## src/rtl/idll_pkg.sv

```systemverilog
// Shared types, codes and controller/datapath interface for the indexed list.
`default_nettype none

package idll_pkg;

  // Request codes
  localparam logic [1:0] ACT_INSERT = 2'd0;
  localparam logic [1:0] ACT_REMOVE = 2'd1;
  localparam logic [1:0] ACT_FIND   = 2'd2;

  // Result status codes
  localparam logic [1:0] ST_OK   = 2'd0;
  localparam logic [1:0] ST_FULL = 2'd1;
  localparam logic [1:0] ST_BAD  = 2'd2;

  typedef struct packed {
    logic        [1:0]  action;
    logic        [5:0]  slot;
    logic signed [31:0] item_value;
    logic        [5:0]  rank;
  } in_t;

  typedef struct packed {
    logic        [1:0]  status;
    logic        [5:0]  result_slot;
    logic signed [31:0] found_value;
    logic        [5:0]  head_slot;
    logic        [5:0]  tail_slot;
  } out_t;

  typedef enum logic [3:0] {
    S_IDLE,
    S_EVAL,
    S_WALK,
    S_VREAD,
    S_INS_HEAD,
    S_INS_A,
    S_INS_B,
    S_REM_A,
    S_REM_B,
    S_RESP
  } state_e;

  // Address source for the shared read port
  typedef enum logic [1:0] {
    A_HOLD,
    A_REQ,
    A_HEAD,
    A_WALK
  } addr_e;

  // Memory write phase
  typedef enum logic [2:0] {
    WR_NONE,
    WR_INS_HEAD,
    WR_INS_A,
    WR_INS_B,
    WR_REM_A,
    WR_REM_B
  } wr_e;

  // Result register update
  typedef enum logic [2:0] {
    RES_NONE,
    RES_BAD,
    RES_FULL,
    RES_INS,
    RES_FIND,
    RES_OK
  } res_e;

  typedef struct packed {
    logic  latch;
    addr_e addr_sel;
    logic  alloc;
    logic  cap;
    logic  cnt_load;
    logic  cnt_dec;
    wr_e   wr;
    res_e  res;
    logic  out_load;
  } cmd_t;

  typedef struct packed {
    logic [1:0] action;
    logic       empty;
    logic       full;
    logic       in_use;
    logic       rank_zero;
    logic       cnt_zero;
    logic       walk_end;
  } sts_t;

endpackage

`default_nettype wire

```

## src/rtl/idll_ctrl.sv

```systemverilog
// Sequencing state machine of the indexed list: decodes requests and drives the datapath.
`default_nettype none

module idll_ctrl (
  input  wire logic          clk_i,
  input  wire logic          rst_ni,
  input  wire logic          in_valid_i,
  output logic               in_ready_o,
  output logic               out_valid_o,
  input  wire logic          out_ready_i,
  input  wire idll_pkg::sts_t sts_i,
  output idll_pkg::cmd_t     cmd_o
);
  import idll_pkg::*;

  state_e state_q, state_d;
  logic   out_valid_q, out_valid_d;

  // next state
  always_comb begin
    state_d = state_q;
    case (state_q)
      S_IDLE: begin
        if (in_valid_i) state_d = S_EVAL;
      end
      S_EVAL: begin
        state_d = S_RESP;
        case (sts_i.action)
          ACT_INSERT: begin
            if (sts_i.empty) begin
              if (!sts_i.full) state_d = S_INS_HEAD;
            end else if (sts_i.in_use && !sts_i.full) begin
              state_d = S_INS_A;
            end
          end
          ACT_REMOVE: begin
            if (sts_i.in_use) state_d = S_REM_A;
          end
          ACT_FIND: begin
            if (!sts_i.empty) state_d = sts_i.rank_zero ? S_VREAD : S_WALK;
          end
          default: state_d = S_RESP;
        endcase
      end
      S_WALK: begin
        if (sts_i.walk_end)      state_d = S_RESP;
        else if (sts_i.cnt_zero) state_d = S_VREAD;
      end
      S_VREAD:    state_d = S_RESP;
      S_INS_HEAD: state_d = S_RESP;
      S_INS_A:    state_d = S_INS_B;
      S_INS_B:    state_d = S_RESP;
      S_REM_A:    state_d = S_REM_B;
      S_REM_B:    state_d = S_RESP;
      S_RESP: begin
        if (!out_valid_q || out_ready_i) state_d = S_IDLE;
      end
      default: state_d = S_IDLE;
    endcase
  end

  // commands
  always_comb begin
    cmd_o          = '0;
    cmd_o.addr_sel = A_HOLD;
    cmd_o.wr       = WR_NONE;
    cmd_o.res      = RES_NONE;
    in_ready_o     = 1'b0;
    case (state_q)
      S_IDLE: begin
        in_ready_o     = 1'b1;
        cmd_o.addr_sel = A_REQ;
        cmd_o.latch    = in_valid_i;
      end
      S_EVAL: begin
        cmd_o.addr_sel = A_HEAD;
        case (sts_i.action)
          ACT_INSERT: begin
            if (sts_i.empty) begin
              if (sts_i.full) begin
                cmd_o.res = RES_FULL;
              end else begin
                cmd_o.alloc = 1'b1;
                cmd_o.res   = RES_INS;
              end
            end else if (!sts_i.in_use) begin
              cmd_o.res = RES_BAD;
            end else if (sts_i.full) begin
              cmd_o.res = RES_FULL;
            end else begin
              cmd_o.alloc = 1'b1;
              cmd_o.cap   = 1'b1;
              cmd_o.res   = RES_INS;
            end
          end
          ACT_REMOVE: begin
            if (sts_i.in_use) begin
              cmd_o.cap = 1'b1;
              cmd_o.res = RES_OK;
            end else begin
              cmd_o.res = RES_BAD;
            end
          end
          ACT_FIND: begin
            if (sts_i.empty) begin
              cmd_o.res = RES_BAD;
            end else if (!sts_i.rank_zero) begin
              cmd_o.cnt_load = 1'b1;
            end
          end
          default: cmd_o.res = RES_BAD;
        endcase
      end
      S_WALK: begin
        cmd_o.addr_sel = A_WALK;
        if (sts_i.walk_end) begin
          cmd_o.res = RES_BAD;
        end else if (!sts_i.cnt_zero) begin
          cmd_o.cnt_dec = 1'b1;
        end
      end
      S_VREAD:    cmd_o.res = RES_FIND;
      S_INS_HEAD: cmd_o.wr  = WR_INS_HEAD;
      S_INS_A:    cmd_o.wr  = WR_INS_A;
      S_INS_B:    cmd_o.wr  = WR_INS_B;
      S_REM_A:    cmd_o.wr  = WR_REM_A;
      S_REM_B:    cmd_o.wr  = WR_REM_B;
      S_RESP:     cmd_o.out_load = !out_valid_q || out_ready_i;
      default:    cmd_o.latch = 1'b0;
    endcase
  end

  always_comb begin
    out_valid_d = out_valid_q;
    if (cmd_o.out_load)   out_valid_d = 1'b1;
    else if (out_ready_i) out_valid_d = 1'b0;
  end

  always_ff @(posedge clk_i or negedge rst_ni) begin
    if (!rst_ni) begin
      state_q     <= S_IDLE;
      out_valid_q <= 1'b0;
    end else begin
      state_q     <= state_d;
      out_valid_q <= out_valid_d;
    end
  end

  assign out_valid_o = out_valid_q;

  assert property (@(posedge clk_i) disable iff (!rst_ni)
    state_q == S_INS_B |-> $past(state_q) == S_INS_A)
    else $error("link fix-up entered without slot write");

  assert property (@(posedge clk_i) disable iff (!rst_ni)
    state_q == S_VREAD |-> ($past(state_q) == S_EVAL || $past(state_q) == S_WALK))
    else $error("value read not preceded by lookup");

  assert property (@(posedge clk_i) disable iff (!rst_ni)
    cmd_o.out_load |=> out_valid_q)
    else $error("loaded result not presented");

endmodule

`default_nettype wire

```

## src/rtl/idll_dp.sv

```systemverilog
// Datapath of the indexed list: link, value and free-flag memories plus pointers.
`default_nettype none

module idll_dp #(
  parameter int unsigned SLOTS      = 64,
  parameter int unsigned VALUE_BITS = 32
) (
  input  wire logic           clk_i,
  input  wire logic           rst_ni,
  input  wire idll_pkg::in_t  in_i,
  input  wire idll_pkg::cmd_t cmd_i,
  output idll_pkg::sts_t      sts_o,
  output idll_pkg::out_t      out_o
);
  import idll_pkg::*;

  localparam int unsigned PW = $clog2(SLOTS);

  // memories: next/prev links, values, freed flag (no reset; fill count covers it)
  logic [PW-1:0]         next_mem [SLOTS];
  logic [PW-1:0]         prev_mem [SLOTS];
  logic [VALUE_BITS-1:0] val_mem  [SLOTS];
  logic                  free_mem [SLOTS];

  logic [PW-1:0]         next_rd_a, next_rd_b, prev_rd;
  logic [VALUE_BITS-1:0] val_rd;
  logic                  free_rd;

  // request
  logic [1:0]            req_act_q;
  logic [5:0]            req_slot_q;
  logic [VALUE_BITS-1:0] req_val_q;
  logic [5:0]            req_rank_q;

  // control pointers
  logic [PW-1:0] head_q, tail_q, recyc_q;
  logic [PW:0]   fill_q;

  // working registers
  logic [PW-1:0]     n_q, nx_q, pv_q, p_q;
  logic [5:0]        cnt_q;
  logic [1:0]        status_q;
  logic [PW-1:0]     rslot_q;
  logic signed [31:0] found_q;

  logic [PW-1:0] addr_a, slot_idx, alloc_n;
  logic          full;

  logic          next_we, prev_we, val_we, free_we, free_wd;
  logic [PW-1:0] next_wa, next_wd, prev_wa, prev_wd, val_wa, free_wa;

  assign slot_idx = PW'(req_slot_q);
  assign full     = (recyc_q == '0) && (32'(fill_q) == SLOTS);
  assign alloc_n  = (recyc_q != '0) ? recyc_q : fill_q[PW-1:0];

  always_comb begin
    case (cmd_i.addr_sel)
      A_REQ:   addr_a = PW'(in_i.slot);
      A_HEAD:  addr_a = head_q;
      A_WALK:  addr_a = next_rd_a;
      default: addr_a = p_q;
    endcase
  end

  // status to controller
  always_comb begin
    sts_o.action    = req_act_q;
    sts_o.empty     = (head_q == '0);
    sts_o.full      = full;
    sts_o.in_use    = (req_slot_q != '0) && (32'(req_slot_q) < 32'(fill_q)) && !free_rd;
    sts_o.rank_zero = (req_rank_q == '0);
    sts_o.cnt_zero  = (cnt_q == '0);
    sts_o.walk_end  = (next_rd_a == '0);
  end

  // write ports
  always_comb begin
    next_we = 1'b0; next_wa = n_q; next_wd = '0;
    prev_we = 1'b0; prev_wa = n_q; prev_wd = '0;
    val_we  = 1'b0; val_wa  = n_q;
    free_we = 1'b0; free_wa = n_q; free_wd = 1'b0;
    case (cmd_i.wr)
      WR_INS_HEAD: begin
        val_we  = 1'b1;
        next_we = 1'b1;
        prev_we = 1'b1;
        free_we = 1'b1;
      end
      WR_INS_A: begin
        val_we  = 1'b1;
        next_we = 1'b1; next_wd = nx_q;
        prev_we = 1'b1; prev_wd = slot_idx;
        free_we = 1'b1;
      end
      WR_INS_B: begin
        next_we = 1'b1; next_wa = slot_idx; next_wd = n_q;
        prev_we = (nx_q != '0); prev_wa = nx_q; prev_wd = n_q;
      end
      WR_REM_A: begin
        next_we = (pv_q != '0); next_wa = pv_q; next_wd = nx_q;
        prev_we = (nx_q != '0); prev_wa = nx_q; prev_wd = pv_q;
        free_we = 1'b1; free_wa = slot_idx; free_wd = 1'b1;
      end
      WR_REM_B: begin
        next_we = 1'b1; next_wa = slot_idx; next_wd = recyc_q;
      end
      default: next_we = 1'b0;
    endcase
  end

  always_ff @(posedge clk_i) begin
    if (next_we) next_mem[next_wa] <= next_wd;
    next_rd_a <= next_mem[addr_a];
    next_rd_b <= next_mem[recyc_q];
  end

  always_ff @(posedge clk_i) begin
    if (prev_we) prev_mem[prev_wa] <= prev_wd;
    prev_rd <= prev_mem[addr_a];
  end

  always_ff @(posedge clk_i) begin
    if (val_we) val_mem[val_wa] <= req_val_q;
    val_rd <= val_mem[addr_a];
  end

  always_ff @(posedge clk_i) begin
    if (free_we) free_mem[free_wa] <= free_wd;
    free_rd <= free_mem[addr_a];
  end

  // pointers
  always_ff @(posedge clk_i or negedge rst_ni) begin
    if (!rst_ni) begin
      head_q  <= '0;
      tail_q  <= '0;
      recyc_q <= '0;
      fill_q  <= (PW+1)'(1);
    end else begin
      if (cmd_i.alloc) begin
        if (recyc_q != '0) recyc_q <= next_rd_b;
        else               fill_q  <= fill_q + 1'b1;
      end
      case (cmd_i.wr)
        WR_INS_HEAD: begin
          head_q <= n_q;
          tail_q <= n_q;
        end
        WR_INS_B: begin
          if (nx_q == '0) tail_q <= n_q;
        end
        WR_REM_A: begin
          if (pv_q == '0) head_q <= nx_q;
          if (nx_q == '0) tail_q <= pv_q;
        end
        WR_REM_B: recyc_q <= slot_idx;
        default:  ;
      endcase
    end
  end

  // payload registers
  always_ff @(posedge clk_i) begin
    p_q <= addr_a;
    if (cmd_i.latch) begin
      req_act_q  <= in_i.action;
      req_slot_q <= in_i.slot;
      req_val_q  <= VALUE_BITS'($signed(in_i.item_value));
      req_rank_q <= in_i.rank;
    end
    if (cmd_i.alloc) n_q <= alloc_n;
    if (cmd_i.cap) begin
      nx_q <= next_rd_a;
      pv_q <= prev_rd;
    end
    if (cmd_i.cnt_load)     cnt_q <= req_rank_q - 6'd1;
    else if (cmd_i.cnt_dec) cnt_q <= cnt_q - 6'd1;
    case (cmd_i.res)
      RES_BAD: begin
        status_q <= ST_BAD;
        rslot_q  <= '0;
        found_q  <= '0;
      end
      RES_FULL: begin
        status_q <= ST_FULL;
        rslot_q  <= '0;
        found_q  <= '0;
      end
      RES_INS: begin
        status_q <= ST_OK;
        rslot_q  <= alloc_n;
        found_q  <= '0;
      end
      RES_FIND: begin
        status_q <= ST_OK;
        rslot_q  <= p_q;
        found_q  <= 32'($signed(val_rd));
      end
      RES_OK: begin
        status_q <= ST_OK;
        rslot_q  <= '0;
        found_q  <= '0;
      end
      default: status_q <= status_q;
    endcase
    if (cmd_i.out_load) begin
      out_o.status      <= status_q;
      out_o.result_slot <= 6'(rslot_q);
      out_o.found_value <= found_q;
      out_o.head_slot   <= 6'(head_q);
      out_o.tail_slot   <= 6'(tail_q);
    end
  end

  assert property (@(posedge clk_i) disable iff (!rst_ni)
    (head_q == '0) == (tail_q == '0))
    else $error("head and tail disagree on empty list");

  assert property (@(posedge clk_i) disable iff (!rst_ni)
    fill_q != '0 && 32'(fill_q) <= SLOTS)
    else $error("fill count out of range");

  assert property (@(posedge clk_i) disable iff (!rst_ni)
    recyc_q != '0 |-> recyc_q < fill_q)
    else $error("recycled slot beyond fill count");

endmodule

`default_nettype wire

```

## src/rtl/indexed_doubly_linked_list.sv

```systemverilog
// Top level of the indexed doubly linked list with free chain over a slot store.
// Path from input beat to result: a reject goes from lookup straight to the response; insert
// into an empty list adds the head write; insert after a slot adds slot write and link fix-up;
// remove adds unlink and recycle writes; find follows links to the rank or off the tail.
// One request at a time, taken in idle; a waiting result holds the controller in place.
// Reset: asynchronous, active low; list empty, no memory clearing pass (fill count).
`default_nettype none

module indexed_doubly_linked_list #(
  parameter int unsigned SLOTS      = 64,
  parameter int unsigned VALUE_BITS = 32
) (
  input  wire logic           clk_i,
  input  wire logic           rst_ni,
  input  wire logic           in_valid_i,
  output logic                in_ready_o,
  input  wire idll_pkg::in_t  in_i,
  output logic                out_valid_o,
  input  wire logic           out_ready_i,
  output idll_pkg::out_t      out_o
);
  import idll_pkg::*;

  // controller <-> datapath
  cmd_t cmd;
  sts_t sts;

  // Sequencer: accepts a beat in idle, steps through lookup, link
  // updates or the rank walk, then parks the result in the output register.
  // Link memories have one write port, so insert after a slot and remove
  // spread their link writes over separate states; find follows one link per cycle.
  idll_ctrl u_ctrl (
    .clk_i      (clk_i),
    .rst_ni     (rst_ni),
    .in_valid_i (in_valid_i),
    .in_ready_o (in_ready_o),
    .out_valid_o(out_valid_o),
    .out_ready_i(out_ready_i),
    .sts_i      (sts),
    .cmd_o      (cmd)
  );

  // Storage and pointers. Never-used slots are handed out from a fill
  // counter; removed slots go on a recycled chain through the next links.
  idll_dp #(
    .SLOTS     (SLOTS),
    .VALUE_BITS(VALUE_BITS)
  ) u_dp (
    .clk_i (clk_i),
    .rst_ni(rst_ni),
    .in_i  (in_i),
    .cmd_i (cmd),
    .sts_o (sts),
    .out_o (out_o)
  );

endmodule

`default_nettype wire
```

## config.mk

```make
export PLATFORM = sky130hd
export DESIGN_NAME = indexed_doubly_linked_list
export DESIGN_NICKNAME = d
export VERILOG_FILES = /design/src/rtl/idll_pkg.sv /design/src/rtl/idll_ctrl.sv /design/src/rtl/idll_dp.sv /design/src/rtl/indexed_doubly_linked_list.sv
export SDC_FILE = /design/constraint.sdc
export NUM_CORES = 2
export LEC_CHECK = 0
export ABC_CLOCK_PERIOD_IN_PS = 14800
export BUFFER_PORTS_ARGS = -buffer_cell sky130_fd_sc_hd__buf_4
export CAP_MARGIN = 25
export CORE_UTILIZATION = 55
export DETAILED_ROUTE_END_ITERATION = 6
export PLACE_DENSITY = 0.71
export SYNTH_ARGS = -nofsm -noshare
export SYNTH_HDL_FRONTEND = slang
export SYNTH_HIERARCHICAL = 1
export SYNTH_SLANG_ARGS = --single-unit
```

## constraint.sdc

```tcl
create_clock -name clk_i -period 14.8 [get_ports clk_i]
set_clock_uncertainty 0.15 [all_clocks]
set_input_delay 0 -clock clk_i [delete_from_list [all_inputs] [get_ports clk_i]]
set_output_delay 0 -clock clk_i [all_outputs]
set_load 0.01 [all_outputs]
```

## Yosys cells after proc, flatten, opt, wreduce, memory -nomap -nowiden

Memories as Yosys holds them, arrays and structs flattened. A register that Yosys moved wholly into a read port is not among the register bits.
Cells that the tools add are included.

| word-level totals | value |
|---|---|
| bits in registers | 198 |
| bits in latches | 0 |
| bits in writable memories | 2880 |
| bits in read-only memories | 0 |
| bits of input ports | 50 |
| output and inout port bits | 54 |
| memories | 4 |

Memory list:

| name | words | bits a word | read ports | clocked after Yosys merged registers in | write ports | line | text |
|---|---|---|---|---|---|---|---|
| u_dp.val_mem | 64 | 32 | 1 | 1 | 1 | idll_dp.sv:22 | `logic [VALUE_BITS-1:0] val_mem [SLOTS];` |
| u_dp.next_mem | 64 | 6 | 2 | 2 | 1 | idll_dp.sv:20 | `logic [PW-1:0] next_mem [SLOTS];` |
| u_dp.prev_mem | 64 | 6 | 1 | 1 | 1 | idll_dp.sv:21 | `logic [PW-1:0] prev_mem [SLOTS];` |
| u_dp.free_mem | 64 | 1 | 1 | 1 | 1 | idll_dp.sv:23 | `logic free_mem [SLOTS];` |

| cells by class | value |
|---|---|
| add/subtract/negate cells | 3 |
| $mul | 0 |
| divide/modulo/power cells | 0 |
| $lt $le $gt $ge | 1 |
| equal/unequal tests | 31 |
| shift-type cells | 0 |
| multiplexer cells | 75 |
| bitwise logic cells | 1 |
| reduce and logical (&&, ||, !) cells | 45 |

Operators with widths:

| operator | count |
|---|---|
| $pmux W6 S3 | 5 |
| $mux W6 | 11 |
| $pmux W32 S2 | 1 |
| $logic_not A6 Y1 | 7 |
| $mux W4 | 9 |
| $mux W1 | 31 |
| $pmux W4 S7 | 1 |
| $pmux W6 S2 | 2 |
| $reduce_bool A6 Y1 | 4 |
| $pmux W3 S3 | 2 |
| $eq A4 B3 Y1 const B | 4 |
| $pmux W3 S5 | 1 |
| $eq A3 B2 Y1 const B | 4 |
| $eq A3 B3 Y1 const B | 4 |
| $pmux W2 S3 | 2 |
| $pmux W4 S3 | 1 |
| $reduce_bool A2 Y1 | 6 |
| $reduce_or A4 Y1 | 3 |
| $sub A6 B1 Y6 const B | 2 |
| $mux W3 | 3 |
| $reduce_bool A3 Y1 | 3 |
| $reduce_or A3 Y1 | 3 |
| $eq A4 B2 Y1 const B | 2 |
| $eq A4 B4 Y1 const B | 2 |
| other kinds (21) | 43 |

## Logic depth before layout (Yosys ltp)

| logic depth | value |
|---|---|
| word-level depth | 10 |
| gate-level depth with buffers | 19 |
| depth with buffers taken out | 16 |

## Hierarchy

Netlist, hierarchy kept.

Modules (own cells, without submodules):

| module | instances | cells an instance | area each (µm²) | seq. area each (µm²) |
|---|---|---|---|---|
| idll_dp | 1 | 8590 | 125511.6 | 93115.6 |
| idll_ctrl | 1 | 71 | 523.0 | 125.1 |

## Worst setup path before layout

No wires, ideal clock.

| timing | value |
|---|---|
| path type | register -> register |
| from | register u_ctrl.state_q[1] |
| to | memory u_dp/next_mem[0][1] (netlist name) (data pin) |
| arrival | 4474 ps |
| required time | 13948 ps |
| slack | 9475 ps |
| stages on the path, launching flop included | 10 |
| buffers on the path | 3 |
| cells stage by stage | dfrtp_1 buf_6 and2b_2 nor2_1 nor2_1 clkbuf_1 nor2b_1 clkbuf_1 a22oi_1 o21ai_0 |

RTL lines:

| element | line | text |
|---|---|---|
| start, declared | idll_ctrl.sv:16 | `state_e state_q, state_d;` |
| start signal, assigned | idll_ctrl.sv:144 | `state_q <= state_d;` |
| end, declared | idll_dp.sv:20 |  |

==> flow_summary_export.csv <==
group,metric,value,unit
run_status,outcome,"finished, violations left",
run_status,violations,"design-rule violations",
global_route,grt_pass1_wl,528100,µm
timing,clock.fmax,148.5,MHz
cts,cts_made_buffers,327,
synthesis,synthCells,8661,
global_route,grt_max_degree,177,
cts,clock_latency,0.96,ns
floorplan,die_y,480.7,µm
timing,post-route-min-period,6.733,ns
timing,worst_slew_pin_slew,1.283,ns
cells_and_area,nNetsFinal,8908,
cells_and_area,fillers,15920,
timing,final-hold-violation-count,0,
worst_setup_path,cp.arrival,7.40,ns
synthesis,synth_most_common_cell,"edfxtp_1",
timing,setup-tns-final,0,ns
timing,setup_ws,8.067,ns
floorplan,num_rows,175,
route,vias,80920,
global_route,grt-ovfl-total,0,
synthesis,synth_edf_count,3042,
route,drc,8,
placement,dp_hpwl,203700,µm
timing,drv_slew,0,
worst_setup_path,cp.required,15.46,ns
worst_setup_path,critPathMaxFanout,61,
timing,finalSetupViolations,0,
timing,rsz0062_at_grt,"false",
floorplan,die_x,480.7,µm
flow_run,drv_cap,0,
timing,slew_headroom,14.05,%
synthesis,seq_area_frac_synth,73.98,%
worst_setup_path,startpoint_type,"flop",
timing,hold_ws,0.1167,ns
cts,cts_sinks,3129,
synthesis,synth_fp_nets,8719,
worst_setup_path,crit_type,"flop to flop",
cts,holdBufCountCts,100,
cts,cts_max_level,5,
placement,gp_congestion,0.9347,
route,wl,371600,µm
synthesis,yosys_most_used_dff,"edfxtp_1",
synthesis,netlist_top_cells_area,"edfxtp_1 72%, nand2_1 5.1%, mux4_2 2.9%",
synthesis,ys_seq_elements,3129,
synthesis,synth_top_area_share,72.48,%
cts,root_buffer,"clkbuf_16",
cells_and_area,ff_latch_area,0.09325,mm²
timing,fin_crit_sh,45.50,%
synthesis,synth_top_area_cell,"edfxtp_1",
worst_setup_path,worstSetupEndpointType,"flop",
global_route,antenna_found_initial,19,
cells_and_area,multiInputGateArea,0.03091,mm²
route,drtAntennaViolNets,0,
floorplan,start_util,55.40,%
cts,cts_setup_buffers,0,
global_route,grt_usage,31.69,%
synthesis,avgSynthCellArea,14.55,µm²
cts,cts.path.max_buffers,4,
global_route,grt_pass1_vias,76500,
route,viasPerCell,6.662,
route,drtIter0Drc,13820,
floorplan,pin_count,104,
synthesis,synthDistinctLibCells,70,
route,wl_per_cell,30.59,µm
placement,io_buffers,103,
synthesis,yosys_warnings,6,
cts,cts.clk_slew.worst_paths,0.06,ns
synthesis,synth.top_cells.by_count,"3042 x edfxtp_1, 1707 x nand2_1, 554 x nand3_1",
floorplan,core-area,0.2275,mm²
cts,cts_resized,0,
synthesis,async_flop_share,0.9588,%
cells_and_area,area_growth,13.04,%
cts,cts_tree,"built",
worst_hold_path,hp-class,"primary input to flop",
cells_and_area,drive_gt1_share,12.34,%
route,dr.pass1.iters,7,
floorplan,die_area,0.2311,mm²
synthesis,syn_area,0.1260,mm²
placement,dp_slack,8.161,ns
-- sequential cells by signal, indices dropped and copies added (netlist names), 7 cells and up --
register	count
u_dp/val_mem	2048
u_dp/next_mem	384
u_dp/prev_mem	384
u_dp/free_mem	64
u_dp/out_o	52
u_dp/found_q	32
u_dp/req_val_q	32
u_dp/val_rd	32
u_dp/fill_q	7
-- per-stage QoR --
stage	utilization (%)	std cells	area [µm²]
global placement	57.43	11420	130600
CTS	62.53	12100	142300
finish	62.62	12150	142500
detailed placement	57.46	11420	130700
global route	62.61	12140	142400
floorplan	-	8661	126000
-- metal layers --
metal | vias up | routed length, µm | track usage (%)
met4 | 8 | 23850 | 18.76
met2 | 5970 | 169500 | 47.96
li1 | 33630 | - | -
met5 | - | 60 | 0
met3 | 1056 | 45950 | 6.641
met1 | 40250 | 132200 | 42.63
-- cells by family (layout without fill, tap and decap cells) --
kind of cell | Yosys count | after routing | share of synthesized area (%)
compound gates | 1247 | 1247 | 7.039
xor+xnor | 13 | 13 | 0.09034
fa+ha+maj | 8 | 8 | 0.07942
buf+inv | 607 | 1043 | 2.191
flops | 3129 | 3129 | 73.98
mux | 503 | 503 | 5.621
other cells | 0 | 40 | 0
simple gates | 3154 | 3154 | 11.00
-- cell type report --
cell class	count	area share, %
flip-flops and latches	3129	65.45
repair buffers	445	2.651
well taps	3009	2.643
clock inverters	145	1.080
inverters	22	0.08607
multi-input cells	4925	21.70
clock buffers	431	6.321
diodes	40	0.07026
-- critical path: stages, from the launching register on --
cell	delay (ns)
dfrtp_1	0.55
nor3_2	0.75
mux2i_1	0.31
mux2_8	0.52
buf_4	0.55
buf_4	0.60
buf_4	0.83
buf_4	0.77
nand3_1	0.16
a31oi_1	0.24
a31oi_1	0.46
or3_1	0.49
-- cells in the final DEF, fill, tap and decap left out, types with 85 or more instances in the layout --
master	count
a211oi_1	241
a21oi_1	217
a311oi_1	216
a31oi_1	183
buf_4	327
clkbuf_16	336
dlygate4sd3_1	99
edfxtp_1	3042
mux2i_1	322
mux4_2	162
nand2_1	1698
nand3_1	554
nor2_1	270
nor2b_1	234
nor3_1	85
o221ai_1	118
-- path summary, 6_finish.rpt --
check                                              to  cells past startpoint  slack (ns)                          start
max reg2reg                   u_dp/val_rd[22]$_DFF_P_                     11        8.07  u_ctrl/state_q[3]$_DFFE_PN0P_
max                           u_dp/val_rd[22]$_DFF_P_                     11        8.07  u_ctrl/state_q[3]$_DFFE_PN0P_
min                               u_dp/p_q[5]$_DFF_P_                      3        0.12                       in_i[43]
min in group asynchronous  u_dp/fill_q[4]$_DFFE_PN0P_                      5        0.52                         rst_ni
min reg2reg                  u_dp/out_o[13]$_DFFE_PP_                      0        0.25  u_dp/found_q[1]$_SDFFCE_PP0P_
max in group asynchronous  u_dp/fill_q[0]$_DFFE_PN1P_                      5       13.75                         rst_ni
Power is left out: the tool's default activity adds up to more than one toggle a clock period on the data nets, which glitch-free logic cannot reach.
